==> config.mk <==
export PLATFORM = sky130hd
export DESIGN_NAME = byte_string_escaper_top_flat
export DESIGN_NICKNAME = d
export VERILOG_FILES = /design/src/hdl/bse_pkg.sv /design/src/hdl/bse_in_if.sv /design/src/hdl/bse_out_if.sv /design/src/hdl/bse_front.sv /design/src/hdl/bse_queue.sv /design/src/hdl/bse_back.sv /design/src/hdl/byte_string_escaper_top.sv /design/src/flat_wrapper.sv
export SDC_FILE = /design/constraint.sdc
export NUM_CORES = 1
export LEC_CHECK = 0
export BUFFER_PORTS_ARGS = -buffer_cell sky130_fd_sc_hd__buf_2
export CAP_MARGIN = 10
export CORE_MARGIN = 8
export CORE_UTILIZATION = 45
export CTS_CLUSTER_SIZE = 12
export DETAILED_ROUTE_END_ITERATION = 8
export SLEW_MARGIN = 10
export SYNTH_ARGS = -nofsm -noshare
export SYNTH_HDL_FRONTEND = slang
export SYNTH_HIERARCHICAL = 1
export SYNTH_SLANG_ARGS = --single-unit
==> constraint.sdc <==
create_clock -name clk -period 3.6 [get_ports clk]
set_clock_uncertainty 0.2 [all_clocks]
set_input_delay 0.18 -clock clk [delete_from_list [all_inputs] [get_ports clk]]
set_output_delay 0.18 -clock clk [all_outputs]
set_load 0.005 [all_outputs]
==> src/hdl/bse_pkg.sv <==
// ----------------------------------------------------------------------------
// bse_pkg
// Shared constants and the command record for the byte string escaper.
// ----------------------------------------------------------------------------
package bse_pkg;

  localparam int MaxChars          = 6;
  localparam int CharW             = 7;
  localparam int CountW            = 3;
  localparam int QueueDepthDefault = 4;

  localparam logic [CharW-1:0] ChQuote     = 7'h27;
  localparam logic [CharW-1:0] ChBackslash = 7'h5C;
  localparam logic [CharW-1:0] ChSpace     = 7'h20;
  localparam logic [CharW-1:0] ChTilde     = 7'h7E;
  localparam logic [CharW-1:0] ChZero      = 7'h30;
  localparam logic [CharW-1:0] ChLowerA    = 7'h61;
  localparam logic [CharW-1:0] ChX         = 7'h78;
  localparam logic [CharW-1:0] ChT         = 7'h74;
  localparam logic [CharW-1:0] ChN         = 7'h6E;
  localparam logic [CharW-1:0] ChR         = 7'h72;

  // One classified item: the characters to send, how many, and whether the
  // final one closes the text.
  typedef struct packed {
    logic [MaxChars-1:0][CharW-1:0] chars;
    logic [CountW-1:0]              count;
    logic                           close;
  } desc_t;

endpackage

==> src/hdl/bse_in_if.sv <==
// ----------------------------------------------------------------------------
// bse_in_if
// Input channel: one string byte per item with its framing flags.
// ----------------------------------------------------------------------------
interface bse_in_if;
  logic       valid;
  logic       ready;
  logic [7:0] data_byte;
  logic       last_byte;
  logic       empty_string;

  modport source (output valid, output data_byte, output last_byte,
                  output empty_string, input ready);
  modport sink   (input valid, input data_byte, input last_byte,
                  input empty_string, output ready);
endinterface

==> src/hdl/bse_out_if.sv <==
// ----------------------------------------------------------------------------
// bse_out_if
// Output channel: one printable character per item.
// ----------------------------------------------------------------------------
interface bse_out_if;
  logic       valid;
  logic       ready;
  logic [6:0] out_char;
  logic       end_of_text;

  modport source (output valid, output out_char, output end_of_text,
                  input ready);
  modport sink   (input valid, input out_char, input end_of_text,
                  output ready);
endinterface

==> src/hdl/bse_front.sv <==
// ----------------------------------------------------------------------------
// bse_front
// Accept bytes, track string framing and build the character list per item.
// ----------------------------------------------------------------------------
module bse_front (
  input  logic          clk,
  input  logic          rst,
  bse_in_if.sink        in_chan,
  output bse_pkg::desc_t push_data,
  output logic          push_valid,
  input  logic          push_ready
);
  import bse_pkg::*;

  logic              at_string_start;
  logic              close;
  logic [CountW-1:0] n;
  desc_t             desc;

  function automatic logic [CharW-1:0] hex_digit(input logic [3:0] v);
    logic [CharW-1:0] w;
    w = {3'b000, v};
    return (v < 4'd10) ? ChZero + w : ChLowerA + w - 7'd10;
  endfunction

  assign close = in_chan.empty_string | in_chan.last_byte;

  always_comb begin
    desc = '0;
    n    = '0;
    if (at_string_start) begin
      desc.chars[n] = ChQuote;
      n = n + 3'd1;
    end
    if (!in_chan.empty_string) begin
      priority if (in_chan.data_byte == 8'h09) begin
        desc.chars[n]        = ChBackslash;
        desc.chars[n + 3'd1] = ChT;
        n = n + 3'd2;
      end else if (in_chan.data_byte == 8'h0A) begin
        desc.chars[n]        = ChBackslash;
        desc.chars[n + 3'd1] = ChN;
        n = n + 3'd2;
      end else if (in_chan.data_byte == 8'h0D) begin
        desc.chars[n]        = ChBackslash;
        desc.chars[n + 3'd1] = ChR;
        n = n + 3'd2;
      end else if (in_chan.data_byte == {1'b0, ChQuote} ||
                   in_chan.data_byte == {1'b0, ChBackslash}) begin
        desc.chars[n]        = ChBackslash;
        desc.chars[n + 3'd1] = in_chan.data_byte[6:0];
        n = n + 3'd2;
      end else if (in_chan.data_byte >= {1'b0, ChSpace} &&
                   in_chan.data_byte <= {1'b0, ChTilde}) begin
        desc.chars[n] = in_chan.data_byte[6:0];
        n = n + 3'd1;
      end else begin
        desc.chars[n]        = ChBackslash;
        desc.chars[n + 3'd1] = ChX;
        desc.chars[n + 3'd2] = hex_digit(in_chan.data_byte[7:4]);
        desc.chars[n + 3'd3] = hex_digit(in_chan.data_byte[3:0]);
        n = n + 3'd4;
      end
    end
    if (close) begin
      desc.chars[n] = ChQuote;
      n = n + 3'd1;
    end
    desc.count = n;
    desc.close = close;
  end

  assign push_data     = desc;
  assign push_valid    = in_chan.valid;
  assign in_chan.ready = push_ready;

  // Re-arm the opening quote once a string closes.
  always_ff @(posedge clk) begin
    if (rst) begin
      at_string_start <= 1'b1;
    end else if (in_chan.valid && push_ready) begin
      at_string_start <= close;
    end
  end

endmodule

==> src/hdl/bse_queue.sv <==
// ----------------------------------------------------------------------------
// bse_queue
// Small FIFO of classified items between the front and back parts.
// ----------------------------------------------------------------------------
module bse_queue #(
  parameter int DEPTH = bse_pkg::QueueDepthDefault
) (
  input  logic           clk,
  input  logic           rst,
  input  logic           push_valid,
  output logic           push_ready,
  input  bse_pkg::desc_t push_data,
  output logic           pop_valid,
  input  logic           pop,
  output bse_pkg::desc_t pop_data
);
  import bse_pkg::*;

  localparam int AW = (DEPTH > 1) ? $clog2(DEPTH) : 1;
  localparam int FW = $clog2(DEPTH + 1);

  desc_t         mem [DEPTH];
  logic [AW-1:0] wr_ptr;
  logic [AW-1:0] rd_ptr;
  logic [FW-1:0] fill;
  logic          do_push;
  logic          do_pop;

  assign push_ready = (fill != FW'(DEPTH));
  assign pop_valid  = (fill != '0);
  assign do_push    = push_valid && push_ready;
  assign do_pop     = pop && pop_valid;
  assign pop_data   = mem[rd_ptr];

  always_ff @(posedge clk) begin
    if (do_push) begin
      mem[wr_ptr] <= push_data;
    end
  end

  always_ff @(posedge clk) begin
    if (rst) begin
      wr_ptr <= '0;
      rd_ptr <= '0;
      fill   <= '0;
    end else begin
      if (do_push) begin
        wr_ptr <= (wr_ptr == AW'(DEPTH - 1)) ? '0 : wr_ptr + AW'(1);
      end
      if (do_pop) begin
        rd_ptr <= (rd_ptr == AW'(DEPTH - 1)) ? '0 : rd_ptr + AW'(1);
      end
      if (do_push && !do_pop) begin
        fill <= fill + FW'(1);
      end else if (do_pop && !do_push) begin
        fill <= fill - FW'(1);
      end
    end
  end

endmodule

==> src/hdl/bse_back.sv <==
// ----------------------------------------------------------------------------
// bse_back
// Walk the character list of the head item, one character per cycle when the output is not stalled.
// ----------------------------------------------------------------------------
module bse_back (
  input  logic           clk,
  input  logic           rst,
  input  logic           head_valid,
  input  bse_pkg::desc_t head,
  output logic           pop,
  bse_out_if.source      out_chan
);
  import bse_pkg::*;

  logic [CountW-1:0] idx;
  logic              out_valid;
  logic [CharW-1:0]  out_char;
  logic              out_eot;
  logic              load;
  logic              last_char;

  assign load      = head_valid && (!out_valid || out_chan.ready);
  assign last_char = (idx == head.count - 3'd1);
  assign pop       = load && last_char;

  always_ff @(posedge clk) begin
    if (rst) begin
      idx       <= '0;
      out_valid <= 1'b0;
    end else begin
      if (load) begin
        idx       <= last_char ? '0 : idx + 3'd1;
        out_valid <= 1'b1;
      end else if (out_chan.ready) begin
        out_valid <= 1'b0;
      end
    end
  end

  // Payload: hold while stalled.
  always_ff @(posedge clk) begin
    if (load) begin
      out_char <= head.chars[idx];
      out_eot  <= head.close && last_char;
    end
  end

  assign out_chan.valid       = out_valid;
  assign out_chan.out_char    = out_char;
  assign out_chan.end_of_text = out_eot;

endmodule

==> src/hdl/byte_string_escaper_top.sv <==
// ----------------------------------------------------------------------------
// byte_string_escaper_top
// Quote and escape a byte string, one byte in, one character out.
// ----------------------------------------------------------------------------
// Each input item is one byte of a string (or a marker for a whole empty
// string) and yields between one and six output characters: an opening
// quote before the first byte of a string, the byte itself or its escape
// (two characters for tab, newline, carriage return, quote and backslash,
// four for a hex escape), and a closing quote flagged by end_of_text after
// the byte marked last. The output port sends one character per cycle
// when it is not stalled; an item has six characters at worst, for a
// hex-escaped single-byte string. A front part classifies each byte the
// cycle it arrives and writes the result into a queue of QUEUE_DEPTH
// items; a back part drains the queue head one character per cycle, when
// not stalled, into a registered output. Input is taken every cycle while
// the queue has room, so short items arrive back to back while longer ones
// are still being sent, and the first character of an item passes through
// the queue and then the output register.
// ----------------------------------------------------------------------------
module byte_string_escaper_top #(
  parameter int QUEUE_DEPTH = bse_pkg::QueueDepthDefault
) (
  input  logic       clk,
  input  logic       rst,
  bse_in_if.sink     in_chan,
  bse_out_if.source  out_chan
);
  import bse_pkg::*;

  desc_t push_data;
  logic  push_valid;
  logic  push_ready;
  desc_t head;
  logic  head_valid;
  logic  pop;

  // Front: accept, classify, track whether an opening quote is due.
  bse_front u_front (
    .clk        (clk),
    .rst        (rst),
    .in_chan    (in_chan),
    .push_data  (push_data),
    .push_valid (push_valid),
    .push_ready (push_ready)
  );

  // Decouple: let the front keep taking bytes while the back sends.
  bse_queue #(
    .DEPTH (QUEUE_DEPTH)
  ) u_queue (
    .clk        (clk),
    .rst        (rst),
    .push_valid (push_valid),
    .push_ready (push_ready),
    .push_data  (push_data),
    .pop_valid  (head_valid),
    .pop        (pop),
    .pop_data   (head)
  );

  // Back: send the head item's characters, drop it after the last one.
  bse_back u_back (
    .clk        (clk),
    .rst        (rst),
    .head_valid (head_valid),
    .head       (head),
    .pop        (pop),
    .out_chan   (out_chan)
  );

endmodule

==> src/flat_wrapper.sv <==
// flat-port wrapper written by rule: the top's interface ports become plain ports
module byte_string_escaper_top_flat import bse_pkg::*;
#(
  parameter int QUEUE_DEPTH = bse_pkg::QueueDepthDefault
)
  (clk, rst, in_chan_valid, in_chan_data_byte, in_chan_last_byte, in_chan_empty_string, in_chan_ready, out_chan_valid, out_chan_out_char, out_chan_end_of_text, out_chan_ready);
  bse_in_if in_chan_i ();
  bse_out_if out_chan_i ();
  input  logic clk;
  input  logic rst;
  input wire logic [$bits(in_chan_i.valid)-1:0] in_chan_valid;
  input wire logic [$bits(in_chan_i.data_byte)-1:0] in_chan_data_byte;
  input wire logic [$bits(in_chan_i.last_byte)-1:0] in_chan_last_byte;
  input wire logic [$bits(in_chan_i.empty_string)-1:0] in_chan_empty_string;
  output wire logic [$bits(in_chan_i.ready)-1:0] in_chan_ready;
  output wire logic [$bits(out_chan_i.valid)-1:0] out_chan_valid;
  output wire logic [$bits(out_chan_i.out_char)-1:0] out_chan_out_char;
  output wire logic [$bits(out_chan_i.end_of_text)-1:0] out_chan_end_of_text;
  input wire logic [$bits(out_chan_i.ready)-1:0] out_chan_ready;
  assign in_chan_i.valid = in_chan_valid;
  assign in_chan_i.data_byte = in_chan_data_byte;
  assign in_chan_i.last_byte = in_chan_last_byte;
  assign in_chan_i.empty_string = in_chan_empty_string;
  assign in_chan_ready = in_chan_i.ready;
  assign out_chan_valid = out_chan_i.valid;
  assign out_chan_out_char = out_chan_i.out_char;
  assign out_chan_end_of_text = out_chan_i.end_of_text;
  assign out_chan_i.ready = out_chan_ready;
  byte_string_escaper_top #(.QUEUE_DEPTH(QUEUE_DEPTH)) u_core (.clk(clk), .rst(rst), .in_chan(in_chan_i), .out_chan(out_chan_i));
endmodule
# Word level (Yosys, flattened, before mapping)
# Memories as Yosys holds them, arrays and structs flattened. A register that Yosys moved wholly into a read port is not among the register bits.
# Cells that the tools add are included.
[totals]
mem_bits_rw = 184
out_inout_bits = 10
mem_count = 1
regBits = 20
elab_cells = 135
[op_classes]
n_reduce_logical = 21
bitwise_logic = 19
n_addsub = 17
magnitude_cmp = 15
n_mux = 45
eq_ne = 9
[mem_list]
columns = ["memory", "depth", "word_bits", "read_ports", "rd_clocked_by_memory_dff", "write_ports", "line_no", "rtl"]
rows = [
  ["u_core.u_queue.mem", 4, 46, 1, 1, 1, "bse_queue.sv:22", "desc_t mem [DEPTH];"],
]
[ops]
columns = ["cell", "count"]
rows = [
  ["42-bit 2-to-1 mux", 7],
  ["42-bit bitwise mux", 4],
  ["7-bit demux with 3-bit select", 5],
  ["24-bit OR", 4],
  ["18-bit NOT", 5],
  ["18-bit AND", 4],
  ["7-bit 2-to-1 mux", 8],
  ["3-bit 2-to-1 mux", 10],
  ["30-bit OR", 1],
  ["8-bit by 4-bit equality test with 1-bit output (second input constant)", 3],
  ["3-bit by 4-bit less-than comparator with 1-bit output (second input constant)", 6],
  ["4-bit by 24-bit OR with 24-bit output", 1],
  ["7-bit binary-select mux with 3-bit select", 1],
  ["3-bit by 18-bit AND with 18-bit output", 1],
  ["3-bit by 1-bit greater-or-equal comparator with 1-bit output (second input constant)", 5],
  ["6-bit by 4-bit adder with 7-bit output (first input constant)", 2],
  ["6-bit by 5-bit adder with 7-bit output (first input constant)", 2],
  ["7-bit by 4-bit subtractor with 7-bit output (second input constant)", 2],
  ["1-bit logical AND", 13],
  ["3-bit by 1-bit adder with 3-bit output (second input constant)", 4],
  ["12-bit AND", 1],
  ["12-bit NOT", 1],
  ["8-bit by 6-bit equality test with 1-bit output (second input constant)", 1],
  ["8-bit by 7-bit equality test with 1-bit output (second input constant)", 1],
  ["other kinds (18)", 34],
]

# Longest topological paths before layout
[depth]
ltp_word = 18
ltp_mapped = 15
mapped_depth_nobuf = 13

# By module
# The synthesis kept the hierarchy.
[by_module_without_submodules]
columns = ["mod", "instances", "cells_each", "area_each_um2"]
rows = [
  ["bse_queue", 1, 288, 7104.3],
  ["bse_front", 1, 213, 1285.0],
  ["bse_back", 1, 72, 883.3],
]

# Worst setup path before layout
# No wires, ideal clock.
[synth_timing]
path_kind = "reg-to-reg"
from = "reg with a tool-made name"
to = "reg u_core.u_queue.fill[2]"
path_slack_ns = -0.344
path_stages_with_launch = 16
n_path_buf = 2
t_arrival_ns = 3.674
path_cell_list = "dfxtp_1 > buf_2 > buf_4 > mux4_2 > inv_1 > ha_1 > xor2_1 > xnor2_1 > nor3_1 > o31ai_1 > ha_1 > inv_1 > fa_1 > xor2_1 > or3_2 > a21oi_1"
[synth_lines]
columns = ["element", "line_no", "rtl"]
rows = [
  ["end signal, assigned", "bse_queue.sv:54", "fill <= fill + FW'(1);"],
  ["end signal, assigned", "bse_queue.sv:56", "fill <= fill - FW'(1);"],
  ["end, declared", "bse_queue.sv:25", "logic [FW-1:0] fill;"],
]

==> run_results.csv <==
group,metric,value,unit
worst_setup_path,max_stage_delay,0.49,ns
detailed_routing,ant_nets,0,
clock_network,cts_max_level,1,
yosys,synth-edff-count,192,
global_route,grt_pass1_wl,31500,um
floorplan,dieArea,25500,um^2
worst_setup_path,cp-end-kind,"register",
timing,tns,0,ns
yosys,synth_xor_area_share,1.15,%
placement,place.gp.congestion,0.932,
yosys,netlist_top_cells_area,"edfxtp_1 (62%), mux4_2 (11%), dfxtp_1 (3.0%)",
finish,syn_to_final_growth,13.2,%
timing,finalCriticalPeriod,3.42,ns
finish,layout_commonest_cell,"edfxtp_1",
timing,worstMarginPinSlew,0.803,ns
hold_path,hold_path_end,"u_core/u_queue/mem[3][11]$_DFFE_PP_",
yosys,synthAdderAreaFrac,2.64,%
detailed_routing,avgViaCountPerCell,5.88,
power,p_per_area,657,nW/um^2
worst_setup_path,r2r_cells,13,
global_route,antenna_found_initial,0,
timing,max_freq,293,MHz
finish,fin_cells,892,
floorplan,initial_core_util,45.8,%
hold_path,min_path_cells,2,
power,finalPower,0.00690,W
global_route,grt_pass1_vias,5354,
floorplan,die-width,160,um
worst_setup_path,critPathKind,"register to register",
hold_path,hold_start,"in_chan_data_byte[0]",
yosys,ys_types,67,
yosys,synth_compound_area_share,6.41,%
timing,slew_viol_final,0,
yosys,yosys_register_bits,206,
worst_setup_path,slowest_stage,"mux4_2",
finish,nNetsFinal,643,
yosys,seq_area_frac_synth,65.2,%
yosys,synth_cells,573,
placement,hpwl,12700,um
floorplan,fp.dieH,160,um
worst_setup_path,cp-start-kind,"register",
yosys,synthFlopType,"edfxtp_1",
floorplan,core,20200,um^2
timing,finalCritPeriodShare,94.9,%
clock_network,cts_sinks,206,
worst_setup_path,cp_max_fo,5,
clock_network,cts_tree,"yes",
worst_setup_path,cp_common_cell,"inv_1",
finish,layout-drive-gt1-share,23.0,%
clock_network,clk-insertion-delay-late,0.49,ns
placement,portBuffers,23,
clock_network,clk_root_buffer_cell,"clkbuf_16",
finish,diodes,0,
timing,slew_headroom,45.9,%
yosys,synth_largest_type_area_fraction,62.2,%
detailed_routing,dr.pass1.iters,7,
detailed_routing,routed_wl,19700,um
detailed_routing,route.detailed.drc,0,
detailed_routing,num_vias,5242,
clock_network,numCtsBuffers,22,
floorplan,io_pins,24,
job,max_cap_violations,0,
worst_setup_path,required,3.82,ns
worst_setup_path,arrival,3.64,ns
yosys,yosys.area.top_type,"edfxtp_1",
floorplan,core.rowCount,52,
yosys,synth_mux_area_share,14.5,%
yosys,synthArstFlopShare,0,%
timing,setup_violations,0,
global_route,gr-total-overflow,0,
clock_network,clockBufferDepth,3,
global_route,grtUsageTotal,15.5,%
worst_setup_path,regToRegEndpoint,"u_core/u_queue/fill[2]$_SDFFE_PP0P_",
yosys,netlist_area,9270,um^2
yosys,synthSimpleGateAreaFrac,6.64,%
timing,rsz0062_at_grt,"no",
yosys,synth_top_family_by_area,"multiplexers",
finish,final_cell_mix,"edfxtp_1 (192), mux4_2 (46), nor2_1 (33)",
worst_setup_path,crit_chain,"mux4_2 -> inv_1 -> ha_4 -> xor2_4 -> xnor2_2 -> nor3_2 -> o31ai_2 -> ha_2 -> inv_1 -> fa_1 -> xor2_1 -> or3_2 -> a21oi_1",
power,leakagePower,3.55,nW
status,outcome,"finished, final reports clean",
timing,holdWs,0.0400,ns
finish,fill_cells,1669,
clock_network,cts_resized,0,
clock_network,clk_pin_slew,0.06,ns
yosys,synth.avg_cell_area,16.2,um^2
global_route,grt_max_degree,47,
placement,dpl.cell_count,846,
timing,hold_viol,0,
detailed_routing,drtIter0Drc,380,
worst_setup_path,r2r_setup_slack,0.18,ns
power,irDropWorstVdd,0.239,mV
yosys,synth-warning-count,6,
detailed_routing,wire_per_inst,22.1,um
hold_path,min_path_type,"input pin to register",
cells in the mapped netlist (all sizes together), types with 2 or more instances:
master and count:
nand3 10, nor4 3, a22oi 2, nand2 33
a211oi 4, a21oi 19, and4 2, nor2b 6
o21a 3, dfxtp 14, o2111ai 2, xnor2 4
xor2 6, mux4 53, a211o 3, or3 4
o32a 2, o31ai 5, inv 20, o22ai 5
and3 5, nand4 4, o21ai 26, nand2b 7
ha 18, a31oi 5, and2 3, edfxtp 192
o211ai 3, buf 25, mux2i 12, nor2 33
nor3 7, a21boi 2, clkbuf 15
power breakdown:
group | internal [W] | switching [W] | total, W
Sequential | 0.00307 | 0.000111 | 0.00318
Combinational | 0.000674 | 0.000881 | 0.00155
Clock | 0.00132 | 0.000842 | 0.00216
worst max-delay path: cells and delay by family, from the launching register on:
family / cells / cell delay (ns)
mux: 1 / 0.49
xor+xnor: 3 / 0.53
compound gates: 2 / 0.25
simple gates: 2 / 0.47
fa+ha+maj: 3 / 0.85
buf+inv: 2 / 0.17
flops: 1 / 0.38
flip-flops by register name, indices dropped and copies added, names as in the netlist, 2 cells and up, named ones only:
register                         flops
u_core/u_queue/mem                 184
u_core/u_queue/fill                  3
u_core/u_back/out_chan.out_char      7
u_core/u_queue/wr_ptr                2
u_core/u_queue/rd_ptr                2
u_core/u_back/idx                    3
layout make-up:
cell class	instances	area [um^2]	area share, %
clock buffers	31	616	5.87
clock inverters	5	72.6	0.692
inverters	20	75.1	0.715
multi-input cells	309	2970	28.3
flip-flops and latches	206	6050	57.7
well taps	270	338	3.22
repair buffers	51	368	3.51
stage by stage:
step	worst slack (ns)	area (um^2)	util (%)
2_1_floorplan	0.00501	9350	-
3_3_place_gp	0.189	9710	48.0
3_5_place_dp	0.0931	9710	48.0
4_1_cts	0.0674	10500	51.7
5_1_grt	0.0163	10500	51.9
6_report	0.182	10500	51.9
kinds of logic (layout without fill, tap and decap cells):
family | count (synthesis) | in the layout
AOI/OAI and AO/OA | 91 | 91
adders and majority gates | 19 | 19
DFF | 206 | 206
buffers and inverters | 60 | 107
other | 1 | 3
muxes | 65 | 65
and+or+nand+nor | 121 | 121
xor gates and xnor gates | 10 | 10
per-layer routing:
metal	share of wire, %	vias to the layer above	global-route usage, %
li1	-	2330	-
met1	46	2744	21.7
met2	48	148	24.8
met3	4.9	20	2.56
met4	1.4	0	4.07
met5	0	-	0
what timing repair did:
| action | 4_1_cts | 5_1_grt |
|---|---|---|
| endpoints found under the hold margin | 18 | 0 |
| buffers inserted | 0 | 3 |
| setup endpoints to repair | 0 | 1 |
| hold buffers | 7 | 0 |
worst max-delay path by stage:
stage | from | end | slack [ns] | depth (start not counted)
after detailed placement | register | u_core/u_queue/fill[2]$_SDFFE_PP0P_ | 0.09 | 13
after CTS | register | u_core/u_queue/fill[2]$_SDFFE_PP0P_ | 0.07 | 13
after global placement | register | u_core/u_queue/fill[2]$_SDFFE_PP0P_ | 0.19 | 13
after global routing | register | u_core/u_queue/fill[2]$_SDFFE_PP0P_ | 0.02 | 13
after floorplan | register | u_core/u_queue/fill[2]$_SDFFE_PP0P_ | 0.005 | 15
final | register | u_core/u_queue/fill[2]$_SDFFE_PP0P_ | 0.18 | 13
No activity file was read; power rests on OpenSTA's default activity.
